==> src/design/spbl_pkg.sv <==
// Package for the sorted pair bound lookup block: sizes, codes and the
// structs passed between the sequencer, the table memories and the top level.
// No dependencies.
package spbl_pkg;

   localparam int MAX_PAIRS = 64;
   localparam int WORD_W    = 8;
   localparam int ENT_W     = 2 * WORD_W;
   localparam int AW        = $clog2(MAX_PAIRS);
   localparam int CNT_W     = $clog2(MAX_PAIRS + 1);

   typedef enum logic [1:0] {
      ACT_CLEAR  = 2'd0,
      ACT_INSERT = 2'd1,
      ACT_QSRC   = 2'd2,
      ACT_QTGT   = 2'd3
   } action_type;

   typedef enum logic [1:0] {
      ST_OK   = 2'd0,
      ST_NONE = 2'd1,
      ST_FULL = 2'd2
   } status_type;

   typedef struct packed {
      logic [1:0]        action;
      logic [WORD_W-1:0] source_word;
      logic [WORD_W-1:0] target_word;
      logic              rightmost;
   } req_item_type;

   typedef struct packed {
      logic              valid;
      logic [1:0]        status;
      logic [WORD_W-1:0] aligned_word;
   } res_item_type;

   typedef struct packed {
      logic             wr_en;
      logic [AW-1:0]    wr_addr;
      logic [ENT_W-1:0] wr_data;
      logic             rd_en;
      logic [AW-1:0]    rd_addr;
   } ram_req_type;

endpackage

==> src/design/sorted_pair_bound_lookup.sv <==
// Sorted pair bound lookup: one item at a time. Clear and an insert into a
// full table go straight to the result. An insert shifts each larger entry
// up one place in each table in turn, then writes the new entry into the
// gap; a query scans its table from the front until the bound is settled
// or the scan runs past the last entry. Each table memory has a single read
// port and there is one shared comparator, so every entry shifted or
// scanned takes a read and then a compare. The result sits in an output
// register, so the next item is taken while it waits. Depends on spbl_pkg,
// spbl_seq, spbl_ram.
module sorted_pair_bound_lookup
   import spbl_pkg::*;
(
   input  logic              clock,
   input  logic              reset,
   input  logic              req_valid,
   output logic              req_ready,
   input  logic [1:0]        req_action,
   input  logic [WORD_W-1:0] req_source_word,
   input  logic [WORD_W-1:0] req_target_word,
   input  logic              req_rightmost,
   output logic              rsp_valid,
   input  logic              rsp_ready,
   output logic [1:0]        rsp_status,
   output logic [WORD_W-1:0] rsp_aligned_word
);

   req_item_type      req_item;
   res_item_type      res_item;
   ram_req_type       src_ram_req;
   ram_req_type       tgt_ram_req;
   logic [ENT_W-1:0]  src_rd_data;
   logic [ENT_W-1:0]  tgt_rd_data;
   logic              out_free;
   logic              rsp_valid_ff, rsp_valid_in;
   logic [1:0]        rsp_status_ff;
   logic [WORD_W-1:0] rsp_word_ff;

   assign req_item.action      = req_action;
   assign req_item.source_word = req_source_word;
   assign req_item.target_word = req_target_word;
   assign req_item.rightmost   = req_rightmost;

   assign out_free = !rsp_valid_ff || rsp_ready;

   spbl_seq u_seq (
      .clock       (clock),
      .reset       (reset),
      .req_valid   (req_valid),
      .req_ready   (req_ready),
      .req_item    (req_item),
      .out_free    (out_free),
      .res_item    (res_item),
      .src_ram_req (src_ram_req),
      .tgt_ram_req (tgt_ram_req),
      .src_rd_data (src_rd_data),
      .tgt_rd_data (tgt_rd_data)
   );

   spbl_ram #(.DEPTH(MAX_PAIRS), .WIDTH(ENT_W)) u_src_ram (
      .clock   (clock),
      .wr_en   (src_ram_req.wr_en),
      .wr_addr (src_ram_req.wr_addr),
      .wr_data (src_ram_req.wr_data),
      .rd_en   (src_ram_req.rd_en),
      .rd_addr (src_ram_req.rd_addr),
      .rd_data (src_rd_data)
   );

   spbl_ram #(.DEPTH(MAX_PAIRS), .WIDTH(ENT_W)) u_tgt_ram (
      .clock   (clock),
      .wr_en   (tgt_ram_req.wr_en),
      .wr_addr (tgt_ram_req.wr_addr),
      .wr_data (tgt_ram_req.wr_data),
      .rd_en   (tgt_ram_req.rd_en),
      .rd_addr (tgt_ram_req.rd_addr),
      .rd_data (tgt_rd_data)
   );

   always_comb begin
      rsp_valid_in = rsp_valid_ff;
      if (res_item.valid && out_free) begin
         rsp_valid_in = 1'b1;
      end else if (rsp_ready) begin
         rsp_valid_in = 1'b0;
      end
   end

   always_ff @(posedge clock) begin
      if (reset) begin
         rsp_valid_ff <= 1'b0;
      end else begin
         rsp_valid_ff <= rsp_valid_in;
      end
   end

   always_ff @(posedge clock) begin
      if (res_item.valid && out_free) begin
         rsp_status_ff <= res_item.status;
         rsp_word_ff   <= res_item.aligned_word;
      end
   end

   assign rsp_valid        = rsp_valid_ff;
   assign rsp_status       = rsp_status_ff;
   assign rsp_aligned_word = rsp_word_ff;

`ifndef SYNTHESIS
   a_busy_after_accept: assert property (@(posedge clock) disable iff (reset)
      (req_valid && req_ready) |=> !req_ready)
      else $error("ready after item accepted");

   a_word_zero_on_fail: assert property (@(posedge clock) disable iff (reset)
      (rsp_valid && rsp_status != ST_OK) |-> rsp_aligned_word == '0)
      else $error("nonzero word with failing status");

   a_status_code: assert property (@(posedge clock) disable iff (reset)
      rsp_valid |-> (rsp_status == ST_OK || rsp_status == ST_NONE
                     || rsp_status == ST_FULL))
      else $error("bad status code");
`endif

endmodule

==> src/design/spbl_ram.sv <==
// Generic single-write, single-read table memory with a registered read.
// Depends on nothing; sized by its parameters.
module spbl_ram #(
   parameter int DEPTH = 64,
   parameter int WIDTH = 16
) (
   input  logic                     clock,
   input  logic                     wr_en,
   input  logic [$clog2(DEPTH)-1:0] wr_addr,
   input  logic [WIDTH-1:0]         wr_data,
   input  logic                     rd_en,
   input  logic [$clog2(DEPTH)-1:0] rd_addr,
   output logic [WIDTH-1:0]         rd_data
);

   logic [WIDTH-1:0] mem_ff [DEPTH];
   logic [WIDTH-1:0] rd_data_ff;

   always_ff @(posedge clock) begin
      if (wr_en) begin
         mem_ff[wr_addr] <= wr_data;
      end
   end

   always_ff @(posedge clock) begin
      if (rd_en) begin
         rd_data_ff <= mem_ff[rd_addr];
      end
   end

   assign rd_data = rd_data_ff;

endmodule

==> src/design/spbl_seq.sv <==
// Sequencer with the shared compare unit: sorted insert into both tables
// one after the other, and linear bound scans for queries.
// Depends on spbl_pkg.
module spbl_seq
   import spbl_pkg::*;
(
   input  logic         clock,
   input  logic         reset,
   input  logic         req_valid,
   output logic         req_ready,
   input  req_item_type req_item,
   input  logic         out_free,
   output res_item_type res_item,
   output ram_req_type  src_ram_req,
   output ram_req_type  tgt_ram_req,
   input  logic [ENT_W-1:0] src_rd_data,
   input  logic [ENT_W-1:0] tgt_rd_data
);

   typedef enum logic [5:0] {
      S_IDLE    = 6'b000001,
      S_INS_CHK = 6'b000010,
      S_INS_CMP = 6'b000100,
      S_QRY_CHK = 6'b001000,
      S_QRY_CMP = 6'b010000,
      S_RESP    = 6'b100000
   } state_type;

   state_type         state_ff, state_in;
   logic [CNT_W-1:0]  cnt_ff, cnt_in;
   logic [CNT_W-1:0]  pos_ff, pos_in;
   logic [ENT_W-1:0]  ent_ff, ent_in;
   logic [WORD_W-1:0] key_ff, key_in;
   logic              last_ff, last_in;
   logic              tbl_ff, tbl_in;
   logic              have_ff, have_in;
   logic [WORD_W-1:0] word_ff, word_in;
   logic [1:0]        status_ff, status_in;

   logic [CNT_W-1:0]  pos_m1;
   logic [CNT_W-1:0]  pos_p1;
   logic [ENT_W-1:0]  rd_data;
   logic [ENT_W-1:0]  cmp_a, cmp_b;
   logic              cmp_lt;
   ram_req_type       ram_req;
   ram_req_type       ram_idle;

   assign pos_m1  = pos_ff - CNT_W'(1);
   assign pos_p1  = pos_ff + CNT_W'(1);
   assign rd_data = tbl_ff ? tgt_rd_data : src_rd_data;

   // shared compare unit
   always_comb begin
      cmp_a = ent_ff;
      cmp_b = rd_data;
      if (state_ff == S_QRY_CMP) begin
         if (last_ff) begin
            cmp_a = {key_ff, {WORD_W{1'b1}}};
            cmp_b = rd_data;
         end else begin
            cmp_a = rd_data;
            cmp_b = {key_ff, {WORD_W{1'b0}}};
         end
      end
   end

   assign cmp_lt = cmp_a < cmp_b;

   assign ram_idle = '0;
   assign src_ram_req = tbl_ff ? ram_idle : ram_req;
   assign tgt_ram_req = tbl_ff ? ram_req : ram_idle;

   assign req_ready = state_ff == S_IDLE;

   assign res_item.valid        = state_ff == S_RESP;
   assign res_item.status       = status_ff;
   assign res_item.aligned_word = word_ff;

   always_comb begin
      state_in  = state_ff;
      cnt_in    = cnt_ff;
      pos_in    = pos_ff;
      ent_in    = ent_ff;
      key_in    = key_ff;
      last_in   = last_ff;
      tbl_in    = tbl_ff;
      have_in   = have_ff;
      word_in   = word_ff;
      status_in = status_ff;
      ram_req   = '0;
      case (state_ff)
         S_IDLE: begin
            if (req_valid) begin
               word_in   = '0;
               status_in = ST_OK;
               case (req_item.action)
                  ACT_CLEAR: begin
                     cnt_in   = '0;
                     state_in = S_RESP;
                  end
                  ACT_INSERT: begin
                     if (cnt_ff == CNT_W'(MAX_PAIRS)) begin
                        status_in = ST_FULL;
                        state_in  = S_RESP;
                     end else begin
                        ent_in   = {req_item.source_word, req_item.target_word};
                        tbl_in   = 1'b0;
                        pos_in   = cnt_ff;
                        state_in = S_INS_CHK;
                     end
                  end
                  default: begin
                     tbl_in   = req_item.action == ACT_QTGT;
                     key_in   = (req_item.action == ACT_QTGT) ? req_item.target_word
                                                              : req_item.source_word;
                     last_in  = req_item.rightmost;
                     have_in  = 1'b0;
                     pos_in   = '0;
                     state_in = S_QRY_CHK;
                  end
               endcase
            end
         end
         S_INS_CHK: begin
            if (pos_ff == '0) begin
               ram_req.wr_en   = 1'b1;
               ram_req.wr_addr = '0;
               ram_req.wr_data = ent_ff;
               if (tbl_ff) begin
                  cnt_in   = cnt_ff + CNT_W'(1);
                  state_in = S_RESP;
               end else begin
                  tbl_in = 1'b1;
                  ent_in = {ent_ff[WORD_W-1:0], ent_ff[ENT_W-1:WORD_W]};
                  pos_in = cnt_ff;
               end
            end else begin
               ram_req.rd_en   = 1'b1;
               ram_req.rd_addr = pos_m1[AW-1:0];
               state_in        = S_INS_CMP;
            end
         end
         S_INS_CMP: begin
            ram_req.wr_en   = 1'b1;
            ram_req.wr_addr = pos_ff[AW-1:0];
            if (cmp_lt) begin
               ram_req.wr_data = rd_data;
               pos_in          = pos_m1;
               state_in        = S_INS_CHK;
            end else begin
               ram_req.wr_data = ent_ff;
               if (tbl_ff) begin
                  cnt_in   = cnt_ff + CNT_W'(1);
                  state_in = S_RESP;
               end else begin
                  tbl_in   = 1'b1;
                  ent_in   = {ent_ff[WORD_W-1:0], ent_ff[ENT_W-1:WORD_W]};
                  pos_in   = cnt_ff;
                  state_in = S_INS_CHK;
               end
            end
         end
         S_QRY_CHK: begin
            if (pos_ff == cnt_ff) begin
               if (!(last_ff && have_ff)) begin
                  status_in = ST_NONE;
                  word_in   = '0;
               end
               state_in = S_RESP;
            end else begin
               ram_req.rd_en   = 1'b1;
               ram_req.rd_addr = pos_ff[AW-1:0];
               state_in        = S_QRY_CMP;
            end
         end
         S_QRY_CMP: begin
            if (last_ff) begin
               if (cmp_lt) begin
                  if (!have_ff) begin
                     status_in = ST_NONE;
                     word_in   = '0;
                  end
                  state_in = S_RESP;
               end else begin
                  have_in  = 1'b1;
                  word_in  = rd_data[WORD_W-1:0];
                  pos_in   = pos_p1;
                  state_in = S_QRY_CHK;
               end
            end else begin
               if (!cmp_lt) begin
                  word_in  = rd_data[WORD_W-1:0];
                  state_in = S_RESP;
               end else begin
                  pos_in   = pos_p1;
                  state_in = S_QRY_CHK;
               end
            end
         end
         S_RESP: begin
            if (out_free) begin
               state_in = S_IDLE;
            end
         end
         default: begin
            state_in = S_IDLE;
         end
      endcase
   end

   always_ff @(posedge clock) begin
      if (reset) begin
         state_ff <= S_IDLE;
         cnt_ff   <= '0;
      end else begin
         state_ff <= state_in;
         cnt_ff   <= cnt_in;
      end
   end

   always_ff @(posedge clock) begin
      pos_ff    <= pos_in;
      ent_ff    <= ent_in;
      key_ff    <= key_in;
      last_ff   <= last_in;
      tbl_ff    <= tbl_in;
      have_ff   <= have_in;
      word_ff   <= word_in;
      status_ff <= status_in;
   end

endmodule

==> config.mk <==
export PLATFORM = sky130hd
export DESIGN_NAME = sorted_pair_bound_lookup
export DESIGN_NICKNAME = d
export VERILOG_FILES = /design/src/design/spbl_pkg.sv /design/src/design/sorted_pair_bound_lookup.sv /design/src/design/spbl_ram.sv /design/src/design/spbl_seq.sv
export SDC_FILE = /design/constraint.sdc
export NUM_CORES = 2
export LEC_CHECK = 0
export BUFFER_PORTS_ARGS = -buffer_cell sky130_fd_sc_hd__buf_2
export CORE_ASPECT_RATIO = 1.5
export CORE_MARGIN = 4
export CORE_UTILIZATION = 60
export CTS_BUF_LIST = sky130_fd_sc_hd__clkbuf_4
export CTS_CLUSTER_DIAMETER = 200
export DETAILED_ROUTE_END_ITERATION = 8
export HOLD_SLACK_MARGIN = 0.03
export MAX_ROUTING_LAYER = met4
export PLACE_DENSITY = 0.84
export SYNTH_ARGS = -nofsm -noshare
export SYNTH_HDL_FRONTEND = slang
export SYNTH_HIERARCHICAL = 1
export SYNTH_SLANG_ARGS = --single-unit
export TNS_END_PERCENT = 20
==> constraint.sdc <==
create_clock -name clock -period 7.2 [get_ports clock]
set_input_delay 0.72 -clock clock [delete_from_list [all_inputs] [get_ports clock]]
set_output_delay 0.72 -clock clock [all_outputs]
set_load 0.01 [all_outputs]
==> flow_summary.yaml <==
run_status:
  status: "finished, final reports clean"
synth:
  synth_top_flop_cell: "edfxtp_1"
  yosys_warnings: 6
  yosysTopAreaCellShare_pct: 74.9
  syn_nets: 4276
  synth_edf_count: 2134
  synth_area_sq_um: 85500
  synth.distinct_cells: 80
  synth_area_per_cell_sq_um: 20.2
  yosys.area.top_type: "edfxtp_1"
  netlist_top_cells_area: "edfxtp_1 75%, mux4_2 12%, mux2i_1 2.3%, nand2_1 0.90%, mux2_2 0.86%"
  netlist_instances: 4232
  synth_seq_area_share_pct: 75.3
  ys_ff_latch: 2148
  ys_async_sr_fraction_pct: 0
place:
  gp_congestion: 0.930
  dp_hpwl_microns: 127000
  place_area_sq_um: 88700
  port-buffer-count: 34
clock_tree:
  clock-sinks: 2148
  hold_buffers: 26
  cts_setup_buffers: 0
  tritoncts: "yes"
  path_clk_slew_ns: 0.07
  cts_inserted_buffers: 475
  cts_root_buf: "clkbuf_4"
  cts-resized-gates: 0
  clock_latency_ns: 1.39
  clock_path_buffers: 4
  cts_max_level: 5
global_routing:
  antenna_found_initial: 6
  grt_pass1_wl_microns: 305000
  grt_usage_pct: 29.1
  first_global_vias: 46600
  grt_overflow_total: 0
  grt_max_degree: 102
sta:
  timing.fmax_ghz: 0.174
  fin_crit_ns: 5.75
  final_hold_viol_count: 0
  worst_slew_pin_slew_ns: 1.29
  finalSetupViolations: 0
  finalCritPeriodShare_pct: 79.8
  slew_viol_final: 0
  rsz0062_at_grt: "no"
  skew_ns: 0.112
  tns_ns: 0
  slew_headroom_pct: 13.9
power_and_ir_drop:
  p_per_area_nw_per_um2: 248
  leakagePower_nw: 25.8
  vdd_ir_drop_max_v: 0.000187
flow_run:
  maxCapViolations: 0
worst_setup_path:
  worstPathCellList: "mux2i_1 > nor2_1 > a21oi_1 > o21ai_0 > ha_1 > a211oi_1 > o211ai_1 > a221o_1 > a211oi_2 > buf_4 > nand2_2 > o2bb2ai_4 > buf_4"
  worstPathMaxFanout: 41
  crit_type: "reg -> reg"
  path_delay_family: "compound AO/OA/AOI/OAI gates"
  path_buf_inv: 2
  cp.required_ns: 8.34
  cp_slowest_stage_delay_ns: 1.18
  critPathCaptureType: "flop"
  slowest_stage: "o2bb2ai_4"
  start_kind: "flop"
  crit_arrival_ns: 6.89
  cp_common_cell: "buf_4"
floorplanning:
  die-area_sq_um: 149000
  start_util_pct: 60.4
  die_w_microns: 316
  core-area_sq_um: 141000
  row_count: 169
  pin_count: 35
  fp.dieH_microns: 470
final_layout:
  layout-drive-gt1-share_pct: 30.7
  stdcell_area_sq_um: 94800
  area_growth_pct: 10.8
  nets: 4758
routing:
  routed_wl_microns: 206000
  drt-wirelength-per-cell_microns: 29.7
  drtIter0Drc: 5684
  avgViaCountPerCell: 6.58
  drc: 0
  ant_nets: 0
  first_pass_iters: 6
  vias: 45700
worst_hold_path:
  hp-class: "in -> reg"
## layout by cell type (no fill, tap or decap), drive strengths merged, types with 14 or more instances in the layout
cell type,netlist,routed
clkinv,1,122
a21oi,63,63
a211oi,20,20
inv,12,15
o2bb2ai,25,25
nand4,26,26
dfxtp,14,14
a221oi,34,34
a311oi,18,18
a221o,16,16
buf,166,225
nand3,60,60
and3,14,14
nand2,209,209
a211o,17,17
nor3,19,19
a22oi,79,79
o21ai,50,50
mux2,65,65
ha,21,21
dlygate4sd3,0,26
a31oi,24,24
nor2,192,192
edfxtp,2134,2134
clkbuf,80,681
mux2i,194,194
nor2b,66,66
mux4,448,448
## through the flow
| stage | util (%) | total power, W | setup WS [ns] | std cells | hold slack (ns) |
|---|---|---|---|---|---|
| final | 67.0 | 0.0235 | 1.45 | 6945 | 0.189 |
| after global routing | 67.0 | 0.0244 | 1.04 | 6938 | 0.145 |
| after CTS | 67.0 | 0.0236 | 1.48 | 6932 | 0.0791 |
| after detailed placement | 62.7 | 0.0148 | 1.51 | 6092 | 0.406 |
| after global placement | 62.7 | 0.0148 | 1.59 | 6092 | 0.405 |
| after floorplan | - | 0.0145 | 1.69 | 4232 | 0.400 |
## logic make-up (layout without fill, tap and decap cells)
kind of cell / count (synthesis) / in the layout / synth area share, %
flops: 2148 / 2148 / 75.3
fa+ha+maj: 21 / 21 / 0.307
buf+inv: 259 / 1078 / 1.94
xor+xnor: 17 / 17 / 0.174
simple gates: 667 / 667 / 3.82
other cells: 0 / 13 / 0
compound gates: 413 / 413 / 3.51
mux: 707 / 707 / 15.0
## registers in the layout (all words and copies together) (netlist names)
signal,cells
u_seq/word_ff,8
u_seq/key_ff,8
u_seq/state_ff,6
u_src_ram/rd_data,16
u_seq/have_ff,1
u_src_ram/mem_ff,1024
u_seq/ent_ff,16
u_seq/status_ff,2
u_tgt_ram/rd_data,16
u_seq/last_ff,1
u_seq/tbl_ff,1
u_tgt_ram/mem_ff,1024
u_seq/cnt_ff,7
rsp_valid,1
rsp_status,2
rsp_aligned_word,8
u_seq/pos_ff,7
## final timing paths
kind / slack [ns] / end / depth (start not counted) / start
worst min-delay path: 0.19 / u_seq/last_ff$_DFFE_PP_ / 2 / req_rightmost
worst max register to register: 1.45 / u_src_ram/mem_ff[47][15]$_DFFE_PP_ / 13 / u_seq/tbl_ff$_SDFFCE_PN1P_
worst min register to register: 0.44 / rsp_status[0]$_DFFE_PP_ / 0 / u_seq/status_ff[0]$_SDFFCE_PP1P_
worst max-delay path: 1.45 / u_src_ram/mem_ff[47][15]$_DFFE_PP_ / 13 / u_seq/tbl_ff$_SDFFCE_PN1P_
## routing by layer
metal / GRT usage [%] / routed length (microns) / part of all wire, %
met4: 17.8 / 15000 / 7.3
met2: 46.0 / 103000 / 50
met1: 35.0 / 67700 / 33
met3: 5.75 / 20200 / 9.8
met5: - / 0 / 0
## synthesized netlist by cell type (12+ instances only)
cell type,instances
a31oi_1,24
nor3_1,18
a211o_1,17
nor2_1,188
ha_1,21
dfxtp_1,14
o2bb2ai_1,25
buf_6,35
a221o_1,16
nor2b_1,66
mux2_2,65
a221oi_1,34
a311oi_1,18
buf_2,80
edfxtp_1,2134
a21oi_1,62
mux2i_1,194
and3_1,14
mux4_2,437
clkbuf_1,77
nand2_1,206
buf_4,27
nand4_1,26
nand3_1,59
o21ai_0,43
a22o_1,12
a22oi_1,79
a211oi_1,19
## report_power, final
group | switching [W] | internal [W]
clock network | 0.00449 | 0.00447
registers | 0.000144 | 0.0136
logic | 0.000487 | 0.000272
total | 0.00512 | 0.0184
## worst register-to-register path, delay by kind of cell, from the launching register on
family,cells,cell delay (ns)
DFF,1,0.97
adders and majority gates,1,0.30
muxes,1,0.65
and+or+nand+nor,2,0.59
buffers and inverters,2,0.70
AOI/OAI and AO/OA,7,2.37
## area by class of cell
| type | instances | area, sq um |
|---|---|---|
| Sequential cell | 2148 | 64400 |
| Fill cell | 8554 | 46700 |
| Multi-Input combinational cell | 1825 | 20200 |
| Clock buffer | 681 | 5110 |
| Tap cell | 1881 | 2350 |
| Timing Repair Buffer | 251 | 1980 |
| Clock inverter | 133 | 658 |
| Inverter | 13 | 48.8 |
| Antenna cell | 13 | 32.5 |
No activity file was read; power rests on OpenSTA's default activity.
